<file path="src/design/bmp_stream_decoder_assert.svh">
// Assertion macros shared by the bmp stream decoder modules.
// No dependencies; assertions compile away when SYNTHESIS is defined.
`ifndef BMP_STREAM_DECODER_ASSERT_SVH
`define BMP_STREAM_DECODER_ASSERT_SVH
`ifndef SYNTHESIS
// antecedent implies consequent in the same cycle
`define BMP_ASSERT_IMPLY(lbl, clk, rst_n, ante, cons, msg) \
	lbl: assert property (@(posedge clk) disable iff (!rst_n) (ante) |-> (cons)) \
		else $error(msg);
// antecedent implies consequent in the next cycle
`define BMP_ASSERT_NEXT(lbl, clk, rst_n, ante, cons, msg) \
	lbl: assert property (@(posedge clk) disable iff (!rst_n) (ante) |=> (cons)) \
		else $error(msg);
// condition holds at every edge out of reset
`define BMP_ASSERT_ALWAYS(lbl, clk, rst_n, cond, msg) \
	lbl: assert property (@(posedge clk) disable iff (!rst_n) (cond)) \
		else $error(msg);
`else
`define BMP_ASSERT_IMPLY(lbl, clk, rst_n, ante, cons, msg)
`define BMP_ASSERT_NEXT(lbl, clk, rst_n, ante, cons, msg)
`define BMP_ASSERT_ALWAYS(lbl, clk, rst_n, cond, msg)
`endif
`endif

</file>
<file path="src/design/bmp_dec_pkg.sv">
// Types, codes and constants of the bmp stream decoder.
// No dependencies; used by the core, the output buffer and the top level.
package bmp_dec_pkg;

	// largest accepted width and absolute height
	localparam int unsigned MAX_DIM = 4096;

	// header layout
	localparam logic [31:0] HDR_LEN   = 32'd54;
	localparam logic [31:0] HDR_LAST  = 32'd53;
	localparam logic [15:0] BMP_MAGIC = 16'h4D42;
	localparam logic [15:0] DEPTH_24  = 16'd24;
	localparam logic [15:0] DEPTH_32  = 16'd32;
	localparam logic [5:0]  POS_SIG   = 6'd0;
	localparam logic [5:0]  POS_OFS   = 6'd10;
	localparam logic [5:0]  POS_WID   = 6'd18;
	localparam logic [5:0]  POS_HGT   = 6'd22;
	localparam logic [5:0]  POS_DEP   = 6'd28;
	localparam logic [5:0]  POS_CMP   = 6'd30;

	localparam logic [7:0] ALPHA_OPAQUE = 8'd255;

	typedef enum logic [2:0] {
		PH_HEADER,
		PH_SKIP,
		PH_PIXEL,
		PH_PAD,
		PH_DRAIN
	} bmp_phase_t;

	typedef enum logic [1:0] {
		KIND_HEADER = 2'd0,
		KIND_PIXEL  = 2'd1,
		KIND_ERROR  = 2'd2
	} bmp_kind_t;

	typedef enum logic [2:0] {
		ST_OK     = 3'd0,
		ST_SIG    = 3'd1,
		ST_COMP   = 3'd2,
		ST_DEPTH  = 3'd3,
		ST_DIM    = 3'd4,
		ST_OFFSET = 3'd5,
		ST_TRUNC  = 3'd6
	} bmp_status_t;

	// one result word
	typedef struct packed {
		bmp_kind_t   kind;
		bmp_status_t status;
		logic [11:0] pixel_x;
		logic [11:0] pixel_y;
		logic [7:0]  red;
		logic [7:0]  green;
		logic [7:0]  blue;
		logic [7:0]  alpha;
		logic [12:0] image_width;
		logic [12:0] image_height;
		logic        final_pixel;
	} bmp_result_t;

	// result word handed from the core to the output buffer
	typedef struct packed {
		logic        push;
		bmp_result_t data;
	} bmp_push_t;

endpackage

</file>
<file path="src/design/bmp_dec_if.sv">
// Stream interfaces of the bmp stream decoder: file bytes in, result words out.
// No dependencies.
interface bmp_byte_if;
	logic       valid;
	logic       ready;
	logic [7:0] in_byte;
	logic       last_byte;

	modport source (output valid, in_byte, last_byte, input ready);
	modport sink (input valid, in_byte, last_byte, output ready);
endinterface

interface bmp_result_if;
	logic        valid;
	logic        ready;
	logic [1:0]  result_kind;
	logic [2:0]  status;
	logic [11:0] pixel_x;
	logic [11:0] pixel_y;
	logic [7:0]  red;
	logic [7:0]  green;
	logic [7:0]  blue;
	logic [7:0]  alpha;
	logic [12:0] image_width;
	logic [12:0] image_height;
	logic        final_pixel;

	modport source (output valid, result_kind, status, pixel_x, pixel_y, red, green, blue,
		alpha, image_width, image_height, final_pixel, input ready);
	modport sink (input valid, result_kind, status, pixel_x, pixel_y, red, green, blue,
		alpha, image_width, image_height, final_pixel, output ready);
endinterface

</file>
<file path="src/design/bmp_stream_decoder.sv">
// Streaming decoder for uncompressed 24- and 32-bit BMP files: takes one file
// byte per clock and gives header, pixel and error words. It takes one byte in
// every cycle that the two-word output buffer is not full, so with the result
// side always ready the rate is one byte per cycle; each result word passes
// through the output buffer registers. A pixel word follows the last channel
// byte of the pixel, the header word follows header byte 53, and any byte
// marked last_byte returns the decoder to its start state for the next file.
// There is no clearing pass after reset. Depends on bmp_dec_pkg and bmp_dec_if.
module bmp_stream_decoder #(
	parameter int unsigned MAX_DIM = bmp_dec_pkg::MAX_DIM
) (
	input  logic         clk,
	input  logic         arst_n,
	bmp_byte_if.sink     bytes,
	bmp_result_if.source results
);
	import bmp_dec_pkg::*;

	bmp_push_t   core_push;
	bmp_result_t buf_data;
	logic        buf_full;
	logic        accept;

	// a byte is taken whenever the output buffer has room
	assign bytes.ready = !buf_full;
	assign accept      = bytes.valid && !buf_full;

	bmp_dec_core #(
		.MAX_DIM (MAX_DIM)
	) u_core (
		.clk       (clk),
		.arst_n    (arst_n),
		.accept    (accept),
		.in_byte   (bytes.in_byte),
		.last_byte (bytes.last_byte),
		.result    (core_push)
	);

	bmp_dec_outbuf u_outbuf (
		.clk       (clk),
		.arst_n    (arst_n),
		.push_in   (core_push),
		.full      (buf_full),
		.out_valid (results.valid),
		.out_ready (results.ready),
		.out_data  (buf_data)
	);

	// result word onto the interface fields
	assign results.result_kind  = buf_data.kind;
	assign results.status       = buf_data.status;
	assign results.pixel_x      = buf_data.pixel_x;
	assign results.pixel_y      = buf_data.pixel_y;
	assign results.red          = buf_data.red;
	assign results.green        = buf_data.green;
	assign results.blue         = buf_data.blue;
	assign results.alpha        = buf_data.alpha;
	assign results.image_width  = buf_data.image_width;
	assign results.image_height = buf_data.image_height;
	assign results.final_pixel  = buf_data.final_pixel;

endmodule

</file>
<file path="src/design/bmp_dec_core.sv">
// Byte-level parser of the bmp stream decoder: header capture and checks, skip,
// pixel assembly, row padding and coordinates. Depends on bmp_dec_pkg.
`include "bmp_stream_decoder_assert.svh"

module bmp_dec_core #(
	parameter int unsigned MAX_DIM = bmp_dec_pkg::MAX_DIM
) (
	input  logic                  clk,
	input  logic                  arst_n,
	input  logic                  accept,
	input  logic [7:0]            in_byte,
	input  logic                  last_byte,
	output bmp_dec_pkg::bmp_push_t result
);
	import bmp_dec_pkg::*;

	bmp_phase_t  phase_q, phase_d;
	logic [31:0] pos_q;
	logic [11:0] col_q;
	logic [11:0] row_q;
	logic [1:0]  bip_q;
	logic [1:0]  pad_q;

	// header fields, all written before they are checked
	logic [15:0] sig_q;
	logic [31:0] offset_q;
	logic [31:0] width_q;
	logic [31:0] height_q;
	logic [15:0] depth_q;
	logic        comp_nz_q;

	// image state latched when the header is accepted
	logic        top_down_q;
	logic        is32_q;
	logic [12:0] img_w_q;
	logic [12:0] img_h_q;
	logic [31:0] skip_last_q;
	logic [23:0] held_q;

	logic [5:0]  pos6;
	logic [31:0] abs_h;
	bmp_status_t hdr_status;
	logic        hdr_end;
	logic        hdr_ok;
	logic [1:0]  last_idx;
	logic        pix_done;
	logic        row_end;
	logic        final_pix;
	logic [11:0] pix_y;
	logic [12:0] col_inc;
	logic [12:0] row_inc;
	logic        cmp_nz_byte;

	assign pos6 = pos_q[5:0];
	assign cmp_nz_byte = (in_byte != 8'd0);

	// header check on the registered fields
	assign abs_h = height_q[31] ? (~height_q + 32'd1) : height_q;

	always_comb begin
		priority if (sig_q != BMP_MAGIC) begin
			hdr_status = ST_SIG;
		end else if (comp_nz_q) begin
			hdr_status = ST_COMP;
		end else if (depth_q != DEPTH_24 && depth_q != DEPTH_32) begin
			hdr_status = ST_DEPTH;
		end else if (width_q[31] || width_q == 32'd0 || width_q > 32'(MAX_DIM)) begin
			hdr_status = ST_DIM;
		end else if (abs_h == 32'd0 || abs_h > 32'(MAX_DIM)) begin
			hdr_status = ST_DIM;
		end else if (offset_q < HDR_LEN) begin
			hdr_status = ST_OFFSET;
		end else begin
			hdr_status = ST_OK;
		end
	end

	assign hdr_end = (phase_q == PH_HEADER) && (pos_q == HDR_LAST);
	assign hdr_ok  = (hdr_status == ST_OK);

	// pixel position bookkeeping
	assign last_idx  = is32_q ? 2'd3 : 2'd2;
	assign pix_done  = (bip_q == last_idx);
	assign col_inc   = {1'b0, col_q} + 13'd1;
	assign row_inc   = {1'b0, row_q} + 13'd1;
	assign row_end   = (col_inc >= img_w_q);
	assign final_pix = row_end && (row_inc >= img_h_q);
	assign pix_y     = top_down_q ? row_q : 12'(img_h_q - 13'd1 - {1'b0, row_q});

	// next phase
	always_comb begin
		phase_d = phase_q;
		if (accept) begin
			if (last_byte) begin
				phase_d = PH_HEADER;
			end else begin
				unique case (phase_q)
					PH_HEADER: begin
						if (hdr_end) begin
							if (!hdr_ok) begin
								phase_d = PH_DRAIN;
							end else if (offset_q == HDR_LEN) begin
								phase_d = PH_PIXEL;
							end else begin
								phase_d = PH_SKIP;
							end
						end
					end
					PH_SKIP: begin
						if (pos_q == skip_last_q) begin
							phase_d = PH_PIXEL;
						end
					end
					PH_PIXEL: begin
						if (pix_done) begin
							if (final_pix) begin
								phase_d = PH_DRAIN;
							end else if (row_end && !is32_q && img_w_q[1:0] != 2'd0) begin
								phase_d = PH_PAD;
							end
						end
					end
					PH_PAD: begin
						if (pad_q == 2'd1) begin
							phase_d = PH_PIXEL;
						end
					end
					PH_DRAIN: begin
						phase_d = PH_DRAIN;
					end
					default: begin
						phase_d = PH_HEADER;
					end
				endcase
			end
		end
	end

	// result word for the accepted byte
	always_comb begin
		result = '0;
		if (accept) begin
			unique case (phase_q)
				PH_HEADER: begin
					if (hdr_end && !hdr_ok) begin
						result.push        = 1'b1;
						result.data.kind   = KIND_ERROR;
						result.data.status = hdr_status;
					end else if (last_byte) begin
						result.push        = 1'b1;
						result.data.kind   = KIND_ERROR;
						result.data.status = ST_TRUNC;
					end else if (hdr_end) begin
						result.push              = 1'b1;
						result.data.kind         = KIND_HEADER;
						result.data.status       = ST_OK;
						result.data.image_width  = width_q[12:0];
						result.data.image_height = abs_h[12:0];
					end
				end
				PH_SKIP, PH_PAD: begin
					if (last_byte) begin
						result.push        = 1'b1;
						result.data.kind   = KIND_ERROR;
						result.data.status = ST_TRUNC;
					end
				end
				PH_PIXEL: begin
					if (last_byte && !(pix_done && final_pix)) begin
						result.push        = 1'b1;
						result.data.kind   = KIND_ERROR;
						result.data.status = ST_TRUNC;
					end else if (pix_done) begin
						result.push              = 1'b1;
						result.data.kind         = KIND_PIXEL;
						result.data.status       = ST_OK;
						result.data.pixel_x      = col_q;
						result.data.pixel_y      = pix_y;
						result.data.red          = is32_q ? held_q[23:16] : in_byte;
						result.data.green        = held_q[15:8];
						result.data.blue         = held_q[7:0];
						result.data.alpha        = is32_q ? in_byte : ALPHA_OPAQUE;
						result.data.image_width  = img_w_q;
						result.data.image_height = img_h_q;
						result.data.final_pixel  = final_pix;
					end
				end
				PH_DRAIN: begin
					result.push = 1'b0;
				end
				default: begin
					result.push = 1'b0;
				end
			endcase
		end
	end

	// control state
	always_ff @(posedge clk or negedge arst_n) begin
		if (!arst_n) begin
			phase_q <= PH_HEADER;
			pos_q   <= '0;
			col_q   <= '0;
			row_q   <= '0;
			bip_q   <= '0;
			pad_q   <= '0;
		end else begin
			phase_q <= phase_d;
			if (accept) begin
				if (last_byte) begin
					pos_q <= '0;
					col_q <= '0;
					row_q <= '0;
					bip_q <= '0;
					pad_q <= '0;
				end else begin
					unique case (phase_q)
						PH_HEADER, PH_SKIP: begin
							pos_q <= pos_q + 32'd1;
						end
						PH_PIXEL: begin
							if (!pix_done) begin
								bip_q <= bip_q + 2'd1;
							end else begin
								bip_q <= '0;
								if (!final_pix) begin
									if (row_end) begin
										col_q <= '0;
										row_q <= row_q + 12'd1;
										pad_q <= is32_q ? 2'd0 : img_w_q[1:0];
									end else begin
										col_q <= col_q + 12'd1;
									end
								end
							end
						end
						PH_PAD: begin
							pad_q <= pad_q - 2'd1;
						end
						PH_DRAIN: begin
							pad_q <= pad_q;
						end
						default: begin
							pad_q <= pad_q;
						end
					endcase
				end
			end
		end
	end

	// header capture, little-endian
	always_ff @(posedge clk) begin
		if (accept && phase_q == PH_HEADER) begin
			if (pos6 < POS_SIG + 6'd2) begin
				sig_q[{pos6[0], 3'b000} +: 8] <= in_byte;
			end else if (pos6 >= POS_OFS && pos6 < POS_OFS + 6'd4) begin
				offset_q[{2'(pos6 - POS_OFS), 3'b000} +: 8] <= in_byte;
			end else if (pos6 >= POS_WID && pos6 < POS_WID + 6'd4) begin
				width_q[{2'(pos6 - POS_WID), 3'b000} +: 8] <= in_byte;
			end else if (pos6 >= POS_HGT && pos6 < POS_HGT + 6'd4) begin
				height_q[{2'(pos6 - POS_HGT), 3'b000} +: 8] <= in_byte;
			end else if (pos6 >= POS_DEP && pos6 < POS_DEP + 6'd2) begin
				depth_q[{1'(pos6 - POS_DEP), 3'b000} +: 8] <= in_byte;
			end else if (pos6 == POS_CMP) begin
				comp_nz_q <= cmp_nz_byte;
			end else if (pos6 > POS_CMP && pos6 < POS_CMP + 6'd4) begin
				comp_nz_q <= comp_nz_q | cmp_nz_byte;
			end
		end
	end

	// image state latched on an accepted header
	always_ff @(posedge clk) begin
		if (accept && hdr_end && hdr_ok && !last_byte) begin
			top_down_q  <= height_q[31];
			is32_q      <= (depth_q == DEPTH_32);
			img_w_q     <= width_q[12:0];
			img_h_q     <= abs_h[12:0];
			skip_last_q <= offset_q - 32'd1;
		end
	end

	// channel bytes of the pixel being assembled
	always_ff @(posedge clk) begin
		if (accept && phase_q == PH_PIXEL && !pix_done) begin
			unique case (bip_q)
				2'd0: held_q[7:0]   <= in_byte;
				2'd1: held_q[15:8]  <= in_byte;
				2'd2: held_q[23:16] <= in_byte;
				default: held_q <= held_q;
			endcase
		end
	end

	`BMP_ASSERT_NEXT(a_last_restarts, clk, arst_n, accept && last_byte, phase_q == PH_HEADER && pos_q == 32'd0 && bip_q == 2'd0, "last byte did not restart the parser")
	`BMP_ASSERT_IMPLY(a_push_needs_accept, clk, arst_n, result.push, accept, "result word without an accepted byte")
	`BMP_ASSERT_IMPLY(a_drain_silent, clk, arst_n, phase_q == PH_DRAIN, !result.push, "result word while draining")
	`BMP_ASSERT_IMPLY(a_pixel_bounds, clk, arst_n, phase_q == PH_PIXEL, 13'(col_q) < img_w_q && 13'(row_q) < img_h_q, "pixel counters outside the image")

endmodule

</file>
<file path="src/design/bmp_dec_outbuf.sv">
// Two-word output buffer of the bmp stream decoder; lets the core take a byte
// while a result word waits. Depends on bmp_dec_pkg.
`include "bmp_stream_decoder_assert.svh"

module bmp_dec_outbuf (
	input  logic                    clk,
	input  logic                    arst_n,
	input  bmp_dec_pkg::bmp_push_t  push_in,
	output logic                    full,
	output logic                    out_valid,
	input  logic                    out_ready,
	output bmp_dec_pkg::bmp_result_t out_data
);
	import bmp_dec_pkg::*;

	bmp_result_t mem_q [2];
	logic        wr_ptr_q;
	logic        rd_ptr_q;
	logic [1:0]  count_q;
	logic        pop;

	assign full      = (count_q == 2'd2);
	assign out_valid = (count_q != 2'd0);
	assign out_data  = mem_q[rd_ptr_q];
	assign pop       = out_valid && out_ready;

	// pointers and fill count
	always_ff @(posedge clk or negedge arst_n) begin
		if (!arst_n) begin
			wr_ptr_q <= 1'b0;
			rd_ptr_q <= 1'b0;
			count_q  <= 2'd0;
		end else begin
			if (push_in.push) begin
				wr_ptr_q <= ~wr_ptr_q;
			end
			if (pop) begin
				rd_ptr_q <= ~rd_ptr_q;
			end
			if (push_in.push && !pop) begin
				count_q <= count_q + 2'd1;
			end else if (!push_in.push && pop) begin
				count_q <= count_q - 2'd1;
			end
		end
	end

	// word storage
	always_ff @(posedge clk) begin
		if (push_in.push) begin
			mem_q[wr_ptr_q] <= push_in.data;
		end
	end

	`BMP_ASSERT_IMPLY(a_no_push_when_full, clk, arst_n, push_in.push, !full, "word pushed into a full buffer")
	`BMP_ASSERT_ALWAYS(a_count_range, clk, arst_n, count_q != 2'd3, "buffer count out of range")
	`BMP_ASSERT_NEXT(a_count_grows, clk, arst_n, push_in.push && !pop, count_q == $past(count_q) + 2'd1, "buffer count did not grow on push")

endmodule
</file>
<file path="src/flat_wrapper.sv">
// flat-port wrapper written by rule: the top's interface ports become plain ports
module bmp_stream_decoder_flat import bmp_dec_pkg::*;
#(
	parameter int unsigned MAX_DIM = bmp_dec_pkg::MAX_DIM
)
  (clk, arst_n, bytes_valid, bytes_in_byte, bytes_last_byte, bytes_ready, results_valid, results_result_kind, results_status, results_pixel_x, results_pixel_y, results_red, results_green, results_blue, results_alpha, results_image_width, results_image_height, results_final_pixel, results_ready);
  bmp_byte_if bytes_i ();
  bmp_result_if results_i ();
  input  logic clk;
  input  logic arst_n;
  input wire logic [$bits(bytes_i.valid)-1:0] bytes_valid;
  input wire logic [$bits(bytes_i.in_byte)-1:0] bytes_in_byte;
  input wire logic [$bits(bytes_i.last_byte)-1:0] bytes_last_byte;
  output wire logic [$bits(bytes_i.ready)-1:0] bytes_ready;
  output wire logic [$bits(results_i.valid)-1:0] results_valid;
  output wire logic [$bits(results_i.result_kind)-1:0] results_result_kind;
  output wire logic [$bits(results_i.status)-1:0] results_status;
  output wire logic [$bits(results_i.pixel_x)-1:0] results_pixel_x;
  output wire logic [$bits(results_i.pixel_y)-1:0] results_pixel_y;
  output wire logic [$bits(results_i.red)-1:0] results_red;
  output wire logic [$bits(results_i.green)-1:0] results_green;
  output wire logic [$bits(results_i.blue)-1:0] results_blue;
  output wire logic [$bits(results_i.alpha)-1:0] results_alpha;
  output wire logic [$bits(results_i.image_width)-1:0] results_image_width;
  output wire logic [$bits(results_i.image_height)-1:0] results_image_height;
  output wire logic [$bits(results_i.final_pixel)-1:0] results_final_pixel;
  input wire logic [$bits(results_i.ready)-1:0] results_ready;
  assign bytes_i.valid = bytes_valid;
  assign bytes_i.in_byte = bytes_in_byte;
  assign bytes_i.last_byte = bytes_last_byte;
  assign bytes_ready = bytes_i.ready;
  assign results_valid = results_i.valid;
  assign results_result_kind = results_i.result_kind;
  assign results_status = results_i.status;
  assign results_pixel_x = results_i.pixel_x;
  assign results_pixel_y = results_i.pixel_y;
  assign results_red = results_i.red;
  assign results_green = results_i.green;
  assign results_blue = results_i.blue;
  assign results_alpha = results_i.alpha;
  assign results_image_width = results_i.image_width;
  assign results_image_height = results_i.image_height;
  assign results_final_pixel = results_i.final_pixel;
  assign results_i.ready = results_ready;
  bmp_stream_decoder #(.MAX_DIM(MAX_DIM)) u_core (.clk(clk), .arst_n(arst_n), .bytes(bytes_i), .results(results_i));
endmodule
</file>
<file path="config.mk">
export PLATFORM = sky130hd
export DESIGN_NAME = bmp_stream_decoder_flat
export DESIGN_NICKNAME = d
export VERILOG_FILES = /design/src/design/bmp_dec_pkg.sv /design/src/design/bmp_dec_if.sv /design/src/design/bmp_stream_decoder.sv /design/src/design/bmp_dec_core.sv /design/src/design/bmp_dec_outbuf.sv /design/src/flat_wrapper.sv
export VERILOG_INCLUDE_DIRS = /design/src /design/src/design
export SDC_FILE = /design/constraint.sdc
export NUM_CORES = 1
export LEC_CHECK = 0
export ABC_AREA = 1
export BUFFER_PORTS_ARGS = -buffer_cell sky130_fd_sc_hd__buf_4
export CAP_MARGIN = 20
export CORE_ASPECT_RATIO = 1.4
export CORE_UTILIZATION = 30
export CTS_CLUSTER_DIAMETER = 120
export DETAILED_ROUTE_END_ITERATION = 8
export SYNTH_ARGS = -nofsm -noshare
export SYNTH_HDL_FRONTEND = slang
export SYNTH_SLANG_ARGS = --single-unit
</file>
<file path="constraint.sdc">
create_clock -name clk -period 11.6 [get_ports clk]
set_input_delay 2.32 -clock clk [delete_from_list [all_inputs] [get_ports clk]]
set_output_delay 2.32 -clock clk [all_outputs]
set_load 0.05 [all_outputs]
</file>
# After elaboration in Yosys (flattened, before gate mapping)
# Memory sizes are Yosys's and may differ from the RTL's.
# Index checks and enable logic that the tools add are counted.
dict set report word_totals {
  regBits 280
  latchBits 0
  ramBits 176
  mem_bits_ro 0
  inputBits 13
  out_inout_bits 90
  wordCells 241
  mem_count 1
}
# name depth word_bits rd rd_ports_with_merged_regs write_ports line_no
set memory_table {}
lappend memory_table {u_core.u_outbuf.mem_q 2 88 1 0 1 bmp_dec_outbuf.sv:16} ;# bmp_result_t mem_q [2];
dict set report op_classes {
  addsub 22
  multipliers 0
  n_div 0
  order_cmp 16
  eq_ne 25
  n_shift 10
  muxes 69
  n_bitwise 9
  reduce_logical 66
}
# op count
set ops {}
lappend ops {{$mux 89} 2}
lappend ops {{$mux 12} 11}
lappend ops {{$bwmux 32} 3}
lappend ops {{$mux 32} 3}
lappend ops {{$shift 8x7->32 const A} 3}
lappend ops {{$shiftx 8x7->32} 3}
lappend ops {{$mux 83} 1}
lappend ops {{$mux 26} 3}
lappend ops {{$add 32x1->32 const B} 2}
lappend ops {{$eq 32x6->1 const B} 2}
lappend ops {{$gt 32x13->1 const B} 2}
lappend ops {{$logic_not 32->1} 2}
lappend ops {{$mux 56} 1}
lappend ops {{$pmux 26 s2} 1}
lappend ops {{$mux 3} 14}
lappend ops {{$bwmux 16} 2}
lappend ops {{$eq 32x32->1} 1}
lappend ops {{$lt 32x6->1 const B} 1}
lappend ops {{$not 32->32} 1}
lappend ops {{$shift 8x6->16 const A} 2}
lappend ops {{$shiftx 8x6->16} 2}
lappend ops {{$sub 32x1->32 const B} 1}
lappend ops {{$mux 6} 5}
lappend ops {{$add 12x1->13 const B} 2}
lappend ops {{other kinds (55)} 147}

# Longest topological paths before layout
# Gate-level depths: netlist (run 1).
dict set report depth {
  depth_word 20
  mapped_depth 24
  mapped_depth_nobuf 24
}

# Modules after synthesis
# Synthesis (run 1) repeated with hierarchy kept, for this count alone.
dict set report hier_totals {
  hier_cells 2261
  area_unflattened_um2 22183.8
}
# module instances cells_each area_each_um2 seq_area_each_um2
set modules_own_cells {}
lappend modules_own_cells {bmp_dec_core 1 1771 15562.4 7972.6}
lappend modules_own_cells {bmp_dec_outbuf 1 487 6607.6 5385.2}
lappend modules_own_cells {bmp_stream_decoder 1 3 13.8 0.0}

# Worst setup path before layout (run 1)
# No wires, ideal clock.
dict set report synth_timing {
  path_kind {input port to flip-flop}
  from {in bytes_valid}
  to {reg u_core.u_core.img_h_q[0], enable pin}
  setup_ps 626
  t_arrival_ps 8477
  t_required_ps 10974
  path_slack_ps 2497
  path_stages 3
  n_path_buf 0
  cell_sequence {a21boi_4 -> nand2_1 -> nor4_1}
}
dict set report synth_via {
  elab_chain_len 4
}
# element line_no
set synth_rtl {}
lappend synth_rtl {{start, declared} flat_wrapper.sv:11} ;# input wire logic [$bits(bytes_i.valid)-1:0] bytes_valid;
lappend synth_rtl {{$logic_and 1x1->1} bmp_stream_decoder.sv:26} ;# assign accept = bytes.valid && !buf_full;
lappend synth_rtl {{$logic_and 1x1->1 (3 in series)} bmp_dec_core.sv:275} ;# if (accept && hdr_end && hdr_ok && !last_byte) begin
lappend synth_rtl {{end signal, assigned} bmp_dec_core.sv:279} ;# img_h_q <= abs_h[12:0];
lappend synth_rtl {{end, declared} bmp_dec_core.sv:36} ;# logic [12:0] img_h_q;
# No other way between the ends.
# A chain may end at the register's enable or synchronous reset.

# Worst setup path in the final report (run 1)
dict set report layout_timing {
  from {reg u_core.u_outbuf.rd_ptr_q}
  to {out results_alpha[2]}
}
dict set report layout_via {
  elab_chain_len 1
}
# element line_no
set layout_rtl {}
lappend layout_rtl {{start, declared} bmp_dec_outbuf.sv:18} ;# logic rd_ptr_q;
lappend layout_rtl {{start signal, assigned} bmp_dec_outbuf.sv:38} ;# rd_ptr_q <= ~rd_ptr_q;
lappend layout_rtl {{$mem_v2 2x88} -}
lappend layout_rtl {{end, declared} flat_wrapper.sv:23} ;# output wire logic [$bits(results_i.alpha)-1:0] results_alpha;
# No other way between the ends.

==> results.md, run 1 <==
- First-pass GRT wire length: 91,400 um
- FFs w/ async S/R, synth: 14.7%
- N_diodes: 0
- Clk_lat worst skew: 0.57 ns
- Synth Warn #: 0
- Die X: 234 um
- Max clock buf depth: 3
- Root buffer cell: clkbuf_16
- Post-Layout Cell Count: 3,397
- Clock Sinks: 456
- # setup viols final: 0
- Total Power: 5.16 mW
- Met2 WL: 32,600 um
- Sequential area share after synthesis: 59.2%
- Synth top cells by count: 568 x nand2_1, 389 x edfxtp_1, 255 x inv_1
- Power Dens Cells: 199 nW/um2
- Ports: 103
- Routability cong.: 0.918
- Via count: 16.1k
- Rows: 118
- Relative slew slack: 29.7%
- Post-synth EDFFs: 389
- Post-route cell area: 25,900 um2
- Flops & latches, synth: 456
- Initial Util: 30.4%
- Routed Antenna Nets: 0
- Total track usage: 15.7%
- FMAX: 193 MHz
- Syn_nets: 2,378
- Layout cells sized above 1: 10.8%
- Number of max-cap violations: 0
- Initial DRC count: 1,110
- Status: complete, but fails checks
- Final period util: 44.8%
- Syn_area_per_cell: 9.77 um2
- Largest family of logic cells by synthesized area: simple AND/OR/NAND/NOR gates
- CTS Hold Bufs: 0
- Hold depth: 0
- Synth area leaders: edfxtp_1 52%, nand2_1 9.4%, dfrtp_1 7.4%, inv_1 4.2%, nor2_1 4.0%
- TritonCTS clock tree: done
- Die H: 327 um
- Dominant synthesized flop cell: edfxtp_1
- Failing checks: DRC
- Core area: 74,300 um2
- Peak VDD IR: 0.000172 V
- WP data required: 9.28 ns
- Worst path max stage delay: 0.62 ns
- Xor and xnor fraction of the mapped netlist area: 3.42%
- Placed cell count: 3,319
- I/O Buffers: 102
- Compound-cell area share of the yosys netlist: 5.67%
- Top-area cell type share of the netlist area: 51.8%
- Placed Area: 24,400 um2
- Slew Viols, Final: 0
- Layout area overhead: 14.7%
- Fin. Hold Viols: 0
- Global route total overflow: 0
- RSZ-0062 raised after global routing: no
- Post-Synth Simple-Gate Area: 22.9%
- Reg clk slew, reported paths: 0.07 ns
- Remaining DRCs: 8
- Critical-path cell list: inv_2 > buf_4 > nand2_1 > nand2_1 > buf_4
- WP data arrival: 2.87 ns
- Worst-Margin Slew: 1.05 ns
- Wirelength, routed: 59,600 um
- Leakage power: 10.3 nW
- Kind of critical path: register to primary output
- Critical path endpoint category: primary output
- Mapped Area: 22,600 um2
- Fin crit period: 5.19 ns
- NumNets Final: 2,471
- DR vias/cell: 4.74
- Setup TNS: 0 ns
- Worst Path Max Fanout: 58
- Total CTS buffers: 42
- CP max stage cell: buf_4
- Startpoint types: register
- Reg2reg path depth: 21
- Drt pass-1 iters: 9
- H-tree levels: 2
- Setup Fix Bufs, Post-CTS: 0
- Post-synthesis mux area share: 0%
- Top Metal Used: met4
- Hold WC Path Type: register to register
- Die footprint: 76,300 um2
- Layout Skew: 0.0248 ns
- Vias in the first global route: 15.8k
- HPWL Detailed: 44,800 um
- Met3 wire length: 1770 um
- Post-Synth Adder-Cell Area: 3.08%
- Per-cell routed wire length: 17.5 um
- Yosys top cell by area: edfxtp_1
- Largest net degree at the start of global routing: 70
- Post-Syn Instances: 2,310
- Synth cell types: 62
- Final design utilization: 34.8%
- Top-count cell post-synth: nand2_1
- PostCTS Resize Cnt: 0
- Initial antenna violation count: 0
- Met1 wire length: 22,700 um
-- logic make-up after synthesis --
logic type                 Yosys count
AOI/OAI and AO/OA                  220
xor gates and xnor gates            88
adders and majority gates           55
buffers and inverters              334
DFF                                456
and+or+nand+nor                   1157
-- cells in the final DEF, fill, tap and decap left out, types with 7 or more instances in the layout --
master and n:
nor2_2 12, dfrtp_1 66, ha_1 54, nand2_1 567
nor3_1 62, clkbuf_16 45, buf_4 116, a21oi_1 87
nand3b_1 10, clkinv_1 10, a211oi_1 12, edfxtp_1 389
xor2_1 53, o31ai_1 8, nand3_1 119, xnor2_1 35
nor4_1 27, nor3_2 7, nand4_1 66, o2111ai_1 8
inv_1 255, or2_2 13, nor2_1 238, inv_2 7
o21ai_0 75
-- per-layer routing --
layer | global-route usage [%] | up-vias
li1 | - | 7993
met1 | 17.4 | 7699
met2 | 29.9 | 328
met3 | 1.28 | 98
met4 | 6.75 | 0
met5 | 0 | -
-- where the power goes --
part | internal [mW] | total (mW) | leakage [nW] | switching, mW
sequential | 1.95 | 2.02 | 4.51 | 0.0688
clock | 0.859 | 1.48 | 0.719 | 0.618
combinational | 0.411 | 1.67 | 5.06 | 1.26
-- stage by stage --
stage / setup slack (ns) / hold slack [ns]
floorplan: 2.50 / 0.428
global placement: 6.48 / 0.464
detailed placement: 6.46 / 0.463
CTS: 6.33 / 0.479
global route: 6.14 / 0.484
finish: 6.41 / 0.480
-- registers in the layout, summed over array words and instances, names as in the netlist, 2 cells and up --
| name | count |
|---|---|
| u_core.u_core.bip_q | 2 |
| u_core.u_core.pos_q | 32 |
| u_core.u_core.held_q | 24 |
| u_core.u_core.row_q | 12 |
| u_core.u_core.height_q | 32 |
| u_core.u_outbuf.mem_q | 176 |
| u_core.u_core.col_q | 12 |
| u_core.u_core.skip_last_q | 32 |
| u_core.u_core.offset_q | 32 |
| u_core.u_core.width_q | 32 |
| u_core.u_core.sig_q | 16 |
| u_core.u_core.img_w_q | 13 |
| u_core.u_core.pad_q | 2 |
| u_core.u_core.depth_q | 16 |
| u_core.u_outbuf.count_q | 2 |
| u_core.u_core.img_h_q | 13 |
| u_core.u_core.phase_q | 3 |
-- area by class of cell --
cell class / instances / area [um2]
Fill cell: 7418 / 48400
Timing Repair Buffer: 117 / 882
Tap cell: 960 / 1200
Clock inverter: 24 / 264
Clock buffer: 54 / 1220
Inverter: 266 / 998
Multi-Input combinational cell: 1520 / 7950
Sequential cell: 456 / 13400
-- worst paths after layout --
check / start / endpoint / slack (ns)
min: u_core.u_core.width_q[4] / u_core.u_core.img_w_q[4] / 0.48
min reg2reg: u_core.u_core.width_q[4] / u_core.u_core.img_w_q[4] / 0.48
min in group asynchronous: arst_n / u_core.u_core.pos_q[24] / 1.89
max reg2reg: u_core.u_core.col_q[2] / u_core.u_outbuf.mem_q[0][70] / 6.75
max: u_core.u_outbuf.rd_ptr_q / results_alpha[2] / 6.41
max in group asynchronous: arst_n / u_core.u_core.col_q[8] / 9.04
-- critical path: cells and delay by family (launching register included) --
| family | cells | cell delay (ns) |
|---|---|---|
| AND/OR/NAND/NOR | 2 | 0.28 |
| buffers and inverters | 3 | 1.36 |
| flip-flops | 1 | 0.58 |
Note: power is estimated with default switching activity, not from simulation.
==> run 2, diff against run 1 <==
- clock period: 11.6 -> 4.17 ns (I/O delays scaled with it)
==> run 2 against run 1 <==
Net effect:
- non-clock buffer count increased by 28
- sequential power increased to 2.8 times the previous value
- the flow still finishes with violations (DRC)
- final area increased by 0.93%
- critical path depth increased by 15
- worst hold slack got worse by 0.19 ns
- sequential share of layout area decreased by 0.47 points
- cell count increased by 0.79%
- die area unchanged
- largest power group unchanged
- combinational power increased to 2.9 times the previous value
- core utilization increased by 0.32 points
==> results.md, run 2 (synthesized netlist as in run 1, its figures left out) <==
- First-pass GRT wire length: 92,200 um
- Layout cells sized above 1: 11.9%
- Global route total overflow: 0
- Failing checks: DRC
- Vias in the first global route: 16.0k
- FMAX: 267 MHz
- Total Power: 14.4 mW
- Slew Viols, Final: 0
- WP data arrival: 4.04 ns
- Area of the multi-input gates: 7980 um2
- Largest Register: u_core.u_outbuf.mem_q
- Most frequent cells in the layout: 567 x nand2_1, 389 x edfxtp_1, 255 x inv_1
- Fin crit period: 3.74 ns
- Critical path's top delay family: simple AND/OR/NAND/NOR gates
- Leakage power: 10.4 nW
- Die footprint: 76,300 um2
- Final design utilization: 35.2%
- Fill cells: 7,392
- Hold WC Path Type: primary input to async pin
- Setup Fix Bufs, Post-CTS: 0
- N_diodes: 0
- CTS Hold Bufs: 0
- Layout area overhead: 15.7%
- Fin. Hold Viols: 0
- Clk_lat worst skew: 0.58 ns
- Power Dens Cells: 550 nW/um2
- Routability cong.: 0.939
- Initial Util: 30.4%
- Critical path endpoint category: register
- TritonCTS clock tree: done
- DP Worst Slack: 0.183 ns
- Die H: 327 um
- Worst-Margin Slew: 0.973 ns
- Die X: 234 um
- Setup TNS: 0 ns
- Wirelength, routed: 60,800 um
- Max FFs per register: 176
- Total CTS buffers: 42
- Layout Skew: 0.0257 ns
- Routed Antenna Nets: 0
- Via count: 16.4k
- Per-cell routed wire length: 17.8 um
- Leading cell type in the layout, fill and taps excluded: nand2_1
- CP max stage cell: dfrtp_1
- H-tree levels: 2
- Critical-path cell list: inv_1 > nor3_1 > nand3_1 > nor2_1 > nand3_1 > nor2_1 > xor2_1 > inv_1 > ha_1 > nand2_1 > nor4_1 > o21ai_0 > nand3_1 > nand3_1 > nand2_1 > o22ai_1 > inv_1 > nand2_1 > nand2_1 > nor2_1
- Clock Sinks: 456
- Worst path max stage delay: 0.40 ns
- # setup viols final: 0
- Final period util: 89.8%
- Kind of critical path: register to register
- Reg clk slew, reported paths: 0.06 ns
- Remaining DRCs: 8
- Peak VDD IR: 0.000467 V
- RSZ-0062 raised after global routing: no
- Initial DRC count: 1,157
- Worst Setup Slack, final: 0.427 ns
- DR vias/cell: 4.79
- Startpoint types: register
- Relative slew slack: 34.9%
- Crit path buf inv count: 3
- Ports: 103
- HPWL Detailed: 45,500 um
- Worst Path Max Fanout: 5
- Status: complete, but fails checks
- Core area: 74,300 um2
- Initial antenna violation count: 0
- Root buffer cell: clkbuf_16
- Rows: 118
- Post-Route Hold Slack: 0.286 ns
- Number of max-cap violations: 0
- NumNets Final: 2,499
- FF/Latch Area: 13,400 um2
- Largest net degree at the start of global routing: 63
- Max clock buf depth: 3
- Drt pass-1 iters: 9
- Total track usage: 15.8%
- WP data required: 4.47 ns
- PostCTS Resize Cnt: 0
- I/O Buffers: 102
## run 2: cell count changes in the layout (fill, tap and decap cells not counted), sizes merged
cell,previous run,this run
clkinv,17,20
clkinvlp,4,5
bufinv,5,3
clkbuf,54,51
buf,117,145
## run 2: through the flow
step	std cells	area, um2
after detailed placement	3347	24700
after CTS	3424	26100
after floorplan	2310	22600
final	3424	26100
after global placement	3347	24700
after global routing	3424	26100
## run 2: layout make-up
cell class | count | area share [%]
clock buffers | 51 | 4.44
flip-flops and latches | 456 | 51.1
multi-input cells | 1520 | 30.6
clock inverters | 26 | 0.877
repair buffers | 145 | 4.55
inverters | 266 | 3.82
well taps | 960 | 4.60
## run 2: worst reg2reg max path: stages (launching register included)
cell and delay (ns):
dfrtp_1 0.40, inv_1 0.12, nor3_1 0.27, nand3_1 0.16
nor2_1 0.16, nand3_1 0.15, nor2_1 0.15, xor2_1 0.16
inv_1 0.07, ha_1 0.29, nand2_1 0.08, nor4_1 0.27
o21ai_0 0.14, nand3_1 0.16, nand3_1 0.12, nand2_1 0.19
o22ai_1 0.09, inv_1 0.07, nand2_1 0.05, nand2_1 0.24
nor2_1 0.13
## run 2: per-layer routing
| layer | up-vias | part of all wire, % | GRT usage (%) |
|---|---|---|---|
| met5 | - | 0 | 0 |
| met4 | 0 | 4.6 | 7.55 |
| met3 | 122 | 3.2 | 1.51 |
| met2 | 361 | 53 | 29.5 |
| met1 | 7842 | 39 | 17.7 |
| li1 | 8065 | - | - |
## run 2: final timing paths
path / slack [ns] / start / to / cells after the start
worst max-delay path: 0.43 / u_core.u_core.row_q[0] / u_core.u_outbuf.mem_q[0][84] / 20
worst min-delay path: 0.29 / arst_n / u_core.u_core.pos_q[15] / 1
worst max register to register: 0.43 / u_core.u_core.row_q[0] / u_core.u_outbuf.mem_q[0][84] / 20
worst min register to register: 0.49 / u_core.u_core.width_q[5] / u_core.u_core.img_w_q[5] / 0
max in group asynchronous: 3.07 / arst_n / u_core.u_core.pad_q[1] / 2
min in group clk: 0.49 / u_core.u_core.width_q[5] / u_core.u_core.img_w_q[5] / 0
## run 2: power breakdown
group	total (mW)	internal [mW]	switching [mW]	leakage [nW]
clock network	3.90	2.18	1.72	0.673
logic	4.88	1.24	3.64	5.24
registers	5.57	5.41	0.154	4.51
total	14.4	8.83	5.52	10.4
